### config.mk
export PLATFORM = sky130hd
export DESIGN_NAME = stlm_ctrl
export DESIGN_NICKNAME = d
export VERILOG_FILES = /design/src/rtl/stlm_pkg.sv /design/src/rtl/stlm_ctrl.sv
export SDC_FILE = /design/constraint.sdc
export NUM_CORES = 1
export LEC_CHECK = 0
export ABC_AREA = 1
export BUFFER_PORTS_ARGS = -buffer_cell sky130_fd_sc_hd__buf_2
export CELL_PAD_IN_SITES_DETAIL_PLACEMENT = 0
export CELL_PAD_IN_SITES_GLOBAL_PLACEMENT = 1
export CORE_MARGIN = 5
export CORE_UTILIZATION = 25
export DETAILED_ROUTE_END_ITERATION = 10
export PLACE_DENSITY_LB_ADDON = 0.1
export SYNTH_ARGS = -nofsm -noshare
export SYNTH_HDL_FRONTEND = slang
export SYNTH_SLANG_ARGS = --single-unit
### constraint.sdc
create_clock -name clk_i -period 1.6 [get_ports clk_i]
set_input_delay 0.08 -clock clk_i [delete_from_list [all_inputs] [get_ports clk_i]]
set_output_delay 0.08 -clock clk_i [all_outputs]
set_load 0.01 [all_outputs]
### src/rtl/stlm_pkg.sv
`default_nettype none
// ----------------------------------------------------------------------------
// stlm_pkg
// Shared constants, command/status types and the quarter-wave sine table
// function of the single-bin tone level meter.
// ----------------------------------------------------------------------------
package stlm_pkg;

  localparam int unsigned MAX_WINDOW      = 65536;
  localparam int unsigned TRIG_TABLE_BITS = 10;
  localparam int unsigned QUARTER         = 1 << TRIG_TABLE_BITS;
  localparam int unsigned TI_W            = TRIG_TABLE_BITS + 1;
  localparam int unsigned WC_W            = $clog2(MAX_WINDOW + 1);
  localparam int unsigned ACC_W           = 32 + $clog2(MAX_WINDOW);
  localparam int unsigned HALF_W          = (ACC_W + 1) / 2;
  localparam int unsigned M_W             = 2 * ACC_W;
  localparam int unsigned NCNT_W          = $clog2(M_W);
  localparam int unsigned E_W             = 7;
  localparam int unsigned FRAC_BITS       = 24;
  localparam int unsigned LOG_W           = E_W + FRAC_BITS;
  localparam int unsigned SH_W            = $clog2(2 * HALF_W + 1);

  localparam logic [TI_W-1:0]    QTR         = TI_W'(QUARTER);
  localparam logic [WC_W-1:0]    WIN_MAX     = WC_W'(MAX_WINDOW);
  localparam logic signed [15:0] LEVEL_MIN   = -16'sd30720;
  localparam logic signed [15:0] LEVEL_MAX   = 16'sd1024;
  localparam logic [25:0]        DB_SCALE    = 26'd50504453;
  localparam logic [63:0]        HALF_PI_Q61 = 64'h3243F6A8885A308D;

  typedef enum logic {
    CFG_PHASE_INC = 1'b0,
    CFG_SKIP      = 1'b1
  } cfg_idx_e;

  typedef struct packed {
    logic       take;
    logic       mul;
    logic       acc;
    logic       sq_clr;
    logic       sq_mul;
    logic       sq_add;
    logic [2:0] sq_step;
    logic       log_start;
    logic       log_sel_n;
    logic       lg;
    logic       pm;
    logic       rnd;
    logic       res_min;
    logic       out_load;
  } stlm_cmd_t;

  typedef struct packed {
    logic last;
    logic zero;
    logic log_done;
  } stlm_sts_t;

  function automatic logic [63:0] mul_q61(logic [63:0] a, logic [63:0] b);
    logic [127:0] p;
    p = {64'd0, a} * {64'd0, b};
    return p[124:61];
  endfunction

  // taylor series sine, evaluated at elaboration only
  function automatic logic [15:0] trig_entry(int unsigned k);
    logic [63:0] ang;
    logic [63:0] sq;
    logic [63:0] term;
    logic [63:0] acc;
    logic [63:0] v;
    ang  = mul_q61(HALF_PI_Q61, 64'(k) << (61 - TRIG_TABLE_BITS));
    sq   = mul_q61(ang, ang);
    term = ang;
    acc  = ang;
    for (int unsigned j = 1; j <= 13; j++) begin
      term = mul_q61(term, sq) / 64'((2 * j) * (2 * j + 1));
      if ((j % 2) == 1) acc = acc - term;
      else              acc = acc + term;
    end
    v = (acc + (64'd1 << 45)) >> 46;
    return (v > 64'd32767) ? 16'd32767 : v[15:0];
  endfunction

endpackage
`default_nettype wire

### src/rtl/stlm_ctrl.sv
`default_nettype none
// ----------------------------------------------------------------------------
// stlm_ctrl
// Sequencer: per-sample lookup/multiply/accumulate and the end-of-window
// energy, log and dB steps; owns the input stall and output valid.
// ----------------------------------------------------------------------------
module stlm_ctrl (
  input  wire                 clk_i,
  input  wire                 rst_ni,
  input  wire                 in_valid_i,
  output logic                in_stall_o,
  output logic                out_valid_o,
  input  wire                 out_stall_i,
  input  stlm_pkg::stlm_sts_t sts_i,
  output stlm_pkg::stlm_cmd_t cmd_o
);
  import stlm_pkg::*;

  typedef enum logic [12:0] {
    S_IDLE  = 13'b0000000000001,
    S_MUL   = 13'b0000000000010,
    S_ACC   = 13'b0000000000100,
    S_CHK   = 13'b0000000001000,
    S_SQ    = 13'b0000000010000,
    S_LOGM  = 13'b0000000100000,
    S_WAITM = 13'b0000001000000,
    S_LOGN  = 13'b0000010000000,
    S_WAITN = 13'b0000100000000,
    S_LG    = 13'b0001000000000,
    S_PM    = 13'b0010000000000,
    S_RND   = 13'b0100000000000,
    S_OUT   = 13'b1000000000000
  } st_e;

  st_e        st_q, st_d;
  logic [2:0] cnt_q, cnt_d;
  logic       ov_q, ov_d;
  logic       out_free;

  assign out_free = !ov_q || !out_stall_i;

  always_comb begin
    st_d  = st_q;
    cnt_d = cnt_q;
    cmd_o = '0;
    cmd_o.sq_step = cnt_q;
    case (st_q)
      S_IDLE: if (in_valid_i) begin
        cmd_o.take = 1'b1;
        st_d = S_MUL;
      end
      S_MUL: begin
        cmd_o.mul = 1'b1;
        st_d = S_ACC;
      end
      S_ACC: begin
        cmd_o.acc = 1'b1;
        st_d = sts_i.last ? S_CHK : S_IDLE;
      end
      S_CHK: begin
        if (sts_i.zero) begin
          cmd_o.res_min = 1'b1;
          st_d = S_OUT;
        end else begin
          cmd_o.sq_clr = 1'b1;
          cnt_d = '0;
          st_d = S_SQ;
        end
      end
      S_SQ: begin
        // multiply step k while adding step k-1
        cmd_o.sq_mul = (cnt_q != 3'd6);
        cmd_o.sq_add = (cnt_q != 3'd0);
        cnt_d = cnt_q + 1'b1;
        if (cnt_q == 3'd6) st_d = S_LOGM;
      end
      S_LOGM: begin
        cmd_o.log_start = 1'b1;
        st_d = S_WAITM;
      end
      S_WAITM: if (sts_i.log_done) st_d = S_LOGN;
      S_LOGN: begin
        cmd_o.log_sel_n = 1'b1;
        cmd_o.log_start = 1'b1;
        st_d = S_WAITN;
      end
      S_WAITN: begin
        cmd_o.log_sel_n = 1'b1;
        if (sts_i.log_done) st_d = S_LG;
      end
      S_LG: begin
        cmd_o.lg = 1'b1;
        st_d = S_PM;
      end
      S_PM: begin
        cmd_o.pm = 1'b1;
        st_d = S_RND;
      end
      S_RND: begin
        cmd_o.rnd = 1'b1;
        st_d = S_OUT;
      end
      S_OUT: if (out_free) begin
        cmd_o.out_load = 1'b1;
        st_d = S_IDLE;
      end
      default: st_d = S_IDLE;
    endcase
  end

  always_comb begin
    ov_d = ov_q;
    if (ov_q && !out_stall_i) ov_d = 1'b0;
    if (cmd_o.out_load) ov_d = 1'b1;
  end

  always_ff @(posedge clk_i or negedge rst_ni) begin
    if (!rst_ni) begin
      st_q  <= S_IDLE;
      cnt_q <= '0;
      ov_q  <= 1'b0;
    end else begin
      st_q  <= st_d;
      cnt_q <= cnt_d;
      ov_q  <= ov_d;
    end
  end

  assign in_stall_o  = (st_q != S_IDLE);
  assign out_valid_o = ov_q;

endmodule
`default_nettype wire
== Yosys cells after proc, flatten, opt, wreduce, memory -nomap -nowiden ==
Index checks and enable logic that the tools add are counted.
Word-level totals
  bits in registers: 17
  input bits: 7
  output and inout bits: 18
  word-level logic and storage cells: 65
Cells by class
  add/sub/neg operators: 1
  equality and inequality tests: 22
  mux-type cells: 28
  reduce and logical (&&, ||, !) cells: 11
Operators with widths (number)
  13-bit case mux with 13 select lines: 1
  13-bit 2-to-1 mux: 6
  1-bit 2-to-1 mux: 17
  13-bit by 1-bit == test with 1-bit output, second input constant: 1
  13-bit by 10-bit == test with 1-bit output, second input constant: 1
  13-bit by 11-bit == test with 1-bit output, second input constant: 1
  13-bit by 12-bit == test with 1-bit output, second input constant: 1
  13-bit == test, second input constant: 1
  13-bit by 2-bit == test with 1-bit output, second input constant: 1
  13-bit by 3-bit == test with 1-bit output, second input constant: 1
  13-bit by 4-bit == test with 1-bit output, second input constant: 1
  13-bit by 5-bit == test with 1-bit output, second input constant: 1
  13-bit by 6-bit == test with 1-bit output, second input constant: 1
  13-bit by 7-bit == test with 1-bit output, second input constant: 1
  13-bit by 8-bit == test with 1-bit output, second input constant: 1
  13-bit by 9-bit == test with 1-bit output, second input constant: 1
  13-bit by 1-bit inequality test with 1-bit output, second input constant: 1
  2-bit inequality test, second input constant: 6
  3-bit case mux with 2 select lines: 1
  5-bit AND reduction: 1
  4-bit 2-to-1 mux: 1
  2-bit nonzero test: 2
  2-bit OR reduction: 2
  3-bit by 1-bit adder with 3-bit output, second input constant: 1
  9 further kinds: 10

== Logic depth before layout (Yosys ltp) ==
  depth in word-level cells: 5
  mapped depth: 11
  depth with buffers taken out: 11

== Worst setup path before layout ==
Ideal clock, no wire load.
  path type: flip-flop to flip-flop
  start: reg st_q[0]
  end: reg st_q[6]
  setup time: 0.117 ns
  arrival: 1.186 ns
  data required time: 1.483 ns
  path slack: 0.298 ns
  cell stages (with the launch flop): 12
  buffers on the path: 0
  path through: dfstp_2 > nor2_2 > nand2_4 > inv_2 > nand2_4 > nor2_4 > inv_2 > nand2_2 > nand2_2 > nand2_2 > nand2_1 > nand2_1
Between the ends
  cells in the longest elaborated chain, start to end: 3
  elaborated cells between the ends (all ways): 20
Ends and longest elaborated chain
  start: declaration: line stlm_ctrl.sv:35  | st_e st_q, st_d;
  start signal: assignment: line stlm_ctrl.sv:123  | st_q <= st_d;
  13-bit by 5-bit == test with 1-bit output, or another cell as far along: line stlm_ctrl.sv:47  | case (st_q)
  2-bit inequality test (no source line)
  5-bit AND reduction (no source line)
Parallel ways exist; a longest one is shown, timed or not.
A chain may end at the register's enable or synchronous reset.

==> qor.log <==
[status] status completed
[clock_network] number of buffers on the longest clock path 2
[routing] DRC violation count after routing 0
[grt] overall global routing resource usage 10.7%
[critical_path] Worst path slowest cell sky130_fd_sc_hd__dfrtp_1
[floorplan] number of I/O pins 25
[sta] worst-case headroom to the max-slew limit 71.1%
[grt] initial antenna violation count 0
[grt] grt ovf 0
[cells_and_area] multi-input gate area in the final layout 702 um^2
[critical_path] startpoint kind of the worst setup timing path flip-flop
[synth] summed instance area of the synthesized netlist 1190 um^2
[worst_hold_path] hold crit path type input port to flip-flop
[sta] Peak Freq 0.632 GHz
[critical_path] Buf/Inv on CP 1
[clock_network] Root Buffer sky130_fd_sc_hd__clkbuf_8
[routing] violation count after the first detailed-route iteration 37
[sta] final critical-path required period 1.58 ns
[cells_and_area] post-layout net count 203
[clock_network] Clock transition at path regs 0.07 ns
[routing] average wire per cell in the routed design 12.5 um
[synth] count of warnings emitted by yosys 0
[sta] count of endpoints failing hold in the final timing report 0
[power] static leakage power 0.867 nW
[routing] via count 1074
[floorplan] Die Width 79.0 um
[power] maximum ir drop on the vdd rail 0.000529 V
[sta] slew at the pin closest to its max-slew limit 0.433 ns
[synth] number of distinct library cells after synthesis 27
[synth] share of synthesized area occupied by flip-flops and latches 35.8%
[sta] Slew Viols, Final 0
[clock_network] clock tree from TritonCTS yes
[floorplan] initial cell density of the core 25.6%
[critical_path] most frequent CP cell sky130_fd_sc_hd__nor2_4
[power] ratio of total power to cell area 1030 nW/um^2
[placed_design] placement-stage cell area 1380 um^2
[critical_path] start-to-end type of the worst setup path flip-flop to primary output
[clock_network] CTS HTree Levels 1
[floorplan] Die H 79.0 um
[critical_path] endpoint class of the critical path primary output
[routing] first-pass detailed-route iteration total 4
[sta] post-route fraction of the period consumed by the critical path 99.0%
[grt] number of global-route vias before repair 1099
[placed_design] number of buffers inserted by port buffering 24
[floorplan] die area 6240 um^2
[sta] unrepaired setup endpoints after global routing true
[clock_network] CTS Sinks 17
[placed_design] DPL Wire Length 2470 um
[synth] synthesized area divided by synthesized cell count 7.40 um^2
[floorplan] standard-cell row count 25
[cells_and_area] count of filler cells inserted in the layout 515
[critical_path] CP max stage delay 0.41 ns
[sta] number of endpoints failing setup at the final stage 0
[cells_and_area] Syn-to-layout area delta 29.2%
[sta] setup clock skew after layout 0.000486 ns
[synth] cell count after synthesis 161
[critical_path] required arrival time at the worst endpoint 1.52 ns
[clock_network] Worst-Skew Late Latency 0.25 ns
[critical_path] critical path peak fanout 5
[placed_design] GPL Wtd Cong 0.747
[run] max-capacitance violation count 0
[critical_path] Critical Path AT 1.50 ns
[synth] nets in the synthesized netlist 171
[routing] routed vias/inst 4.37
[cells_and_area] final design area excluding fillers 1540 um^2
[cells_and_area] diodes inserted 0
[floorplan] Core Box Area 4660 um^2
[cells_and_area] proportion of layout cells with a drive suffix above 1 40.6%
[cells_and_area] sequential cell area 427 um^2
[clock_network] total CTS buffers 3
[routing] total detailed-routing wirelength 3080 um
[routing] Routed Antenna Nets 0
[grt] first-pass GRT wire length 5220 um
[critical_path] Worst path top cell family by delay simple AND/OR/NAND/NOR gates
[grt] pin count of the biggest net entering global routing 18
[critical_path] cell breakdown of the critical path nor2_4 -> nand3_4 -> nor2_4 -> nand2_4 -> nor2_2 -> buf_2
[cells_and_area] utilization of the core after routing 33.0%
[synth] post-synthesis sequential element count 17
-- where the power goes --
part	total (mW)	internal, mW	leakage [nW]	switching, mW
combinational	0.700	0.259	0.626	0.441
clock	0.333	0.177	0.0228	0.156
sequential	0.549	0.492	0.218	0.0570
-- logic make-up after synthesis --
kind of cell               synth area share, %
and+or+nand+nor                           44.5
buffers and inverters                     11.2
DFF                                       35.8
AOI/OAI and AO/OA                         4.52
adders and majority gates                 3.15
xor gates and xnor gates                 0.735
-- sequential cells by signal, summed over array words and instances (netlist names) --
| register | flops |
|---|---|
| st_q | 13 |
| cnt_q | 3 |
| out_valid_o | 1 |
-- routing by layer --
metal	vias to the layer above	track usage, %	share of wire [%]
met5	-	0	0
met3	4	1.70	3.1
met1	498	13.6	47
met4	0	3.61	1.1
met2	20	18.4	49
li1	552	-	-
-- tightest hold or removal path: stages --
cell                      delay [ns]
sky130_fd_sc_hd__buf_2          0.07
sky130_fd_sc_hd__nand2_1        0.05
sky130_fd_sc_hd__nand2_1        0.06
-- final timing paths --
check	startpoint	to	slack, ns	depth (start not counted)
max	st_q[10]$_DFFE_PN0P_	cmd_o[12]	0.02	6
min	out_stall_i	out_valid_o$_DFFE_PN0P_	0.05	3
max reg2reg	st_q[0]$_DFFE_PN1P_	st_q[8]$_DFFE_PN0P_	0.12	11
min reg2reg	out_valid_o$_DFFE_PN0P_	out_valid_o$_DFFE_PN0P_	0.50	2
max in group asynchronous	rst_ni	st_q[0]$_DFFE_PN1P_	0.97	2
min in group asynchronous	rst_ni	st_q[7]$_DFFE_PN0P_	0.29	2
-- through the flow --
stage,cells,TNS (ns),hold WS [ns],power (mW),setup WS (ns)
global route,246,-0.371,0.0750,1.71,-0.0862
detailed placement,239,0,0.0533,1.20,0.0455
CTS,244,0,0.0390,1.55,0.00310
floorplan,161,0,-0.216,1.02,0.298
finish,246,0,0.0454,1.58,0.0165
global placement,239,0,0.0409,1.20,0.0311
-- cells in the final DEF (no fill, tap or decap), types with 4 or more instances in the layout --
| master | netlist | routed |
|---|---|---|
| sky130_fd_sc_hd__buf_2 | 0 | 22 |
| sky130_fd_sc_hd__dfrtp_1 | 16 | 16 |
| sky130_fd_sc_hd__inv_1 | 27 | 24 |
| sky130_fd_sc_hd__inv_2 | 5 | 8 |
| sky130_fd_sc_hd__nand2_1 | 30 | 26 |
| sky130_fd_sc_hd__nand2_2 | 3 | 5 |
| sky130_fd_sc_hd__nand2_4 | 5 | 7 |
| sky130_fd_sc_hd__nand3_1 | 7 | 6 |
| sky130_fd_sc_hd__nor2_1 | 22 | 17 |
| sky130_fd_sc_hd__nor2_2 | 7 | 9 |
| sky130_fd_sc_hd__nor2_4 | 7 | 10 |
| sky130_fd_sc_hd__nor3_1 | 5 | 4 |
| sky130_fd_sc_hd__o21ai_0 | 6 | 5 |
-- repair_timing --
item | 4_1_cts | 5_1_grt
hold buffers | 1 | 0
setup buffers | 0 | 2
pin swaps | 1 | 6
gates resized for setup | 6 | 21
endpoints found under the setup margin | 5 | 18
endpoints found under the hold margin | 16 | 0
-- cell type report --
| cell class | instances | share of cell area (%) |
|---|---|---|
| inverters | 33 | 8.37 |
| well taps | 54 | 4.39 |
| clock buffers | 4 | 2.93 |
| multi-input cells | 110 | 45.6 |
| flip-flops and latches | 17 | 27.7 |
| repair buffers | 28 | 11.0 |
-- cells in the mapped netlist --
master,instances,area [um^2]
sky130_fd_sc_hd__a21oi_1,1,5.00
sky130_fd_sc_hd__dfstp_2,1,26.3
sky130_fd_sc_hd__inv_4,1,6.26
sky130_fd_sc_hd__nand4_1,2,12.5
sky130_fd_sc_hd__nor2_2,7,43.8
sky130_fd_sc_hd__nor2_4,7,78.8
sky130_fd_sc_hd__o211ai_1,1,7.51
sky130_fd_sc_hd__o21ai_1,1,5.00
sky130_fd_sc_hd__nand3_4,1,17.5
sky130_fd_sc_hd__dfrtp_1,16,400
sky130_fd_sc_hd__nand2_1,30,113
sky130_fd_sc_hd__buf_4,1,7.51
sky130_fd_sc_hd__nor4_1,2,12.5
sky130_fd_sc_hd__inv_1,27,101
sky130_fd_sc_hd__ha_1,3,37.5
sky130_fd_sc_hd__and2_1,2,12.5
sky130_fd_sc_hd__and3_1,2,12.5
sky130_fd_sc_hd__nand2_4,5,56.3
sky130_fd_sc_hd__nor2_1,22,82.6
sky130_fd_sc_hd__nand3_2,1,10.0
sky130_fd_sc_hd__inv_2,5,18.8
sky130_fd_sc_hd__nand3_1,7,35.0
sky130_fd_sc_hd__nand2_2,3,18.8
sky130_fd_sc_hd__o22ai_1,1,6.26
sky130_fd_sc_hd__o21ai_0,6,30.0
sky130_fd_sc_hd__nor3_1,5,25.0
sky130_fd_sc_hd__xnor2_1,1,8.76
(Power assumes the default switching activity.)
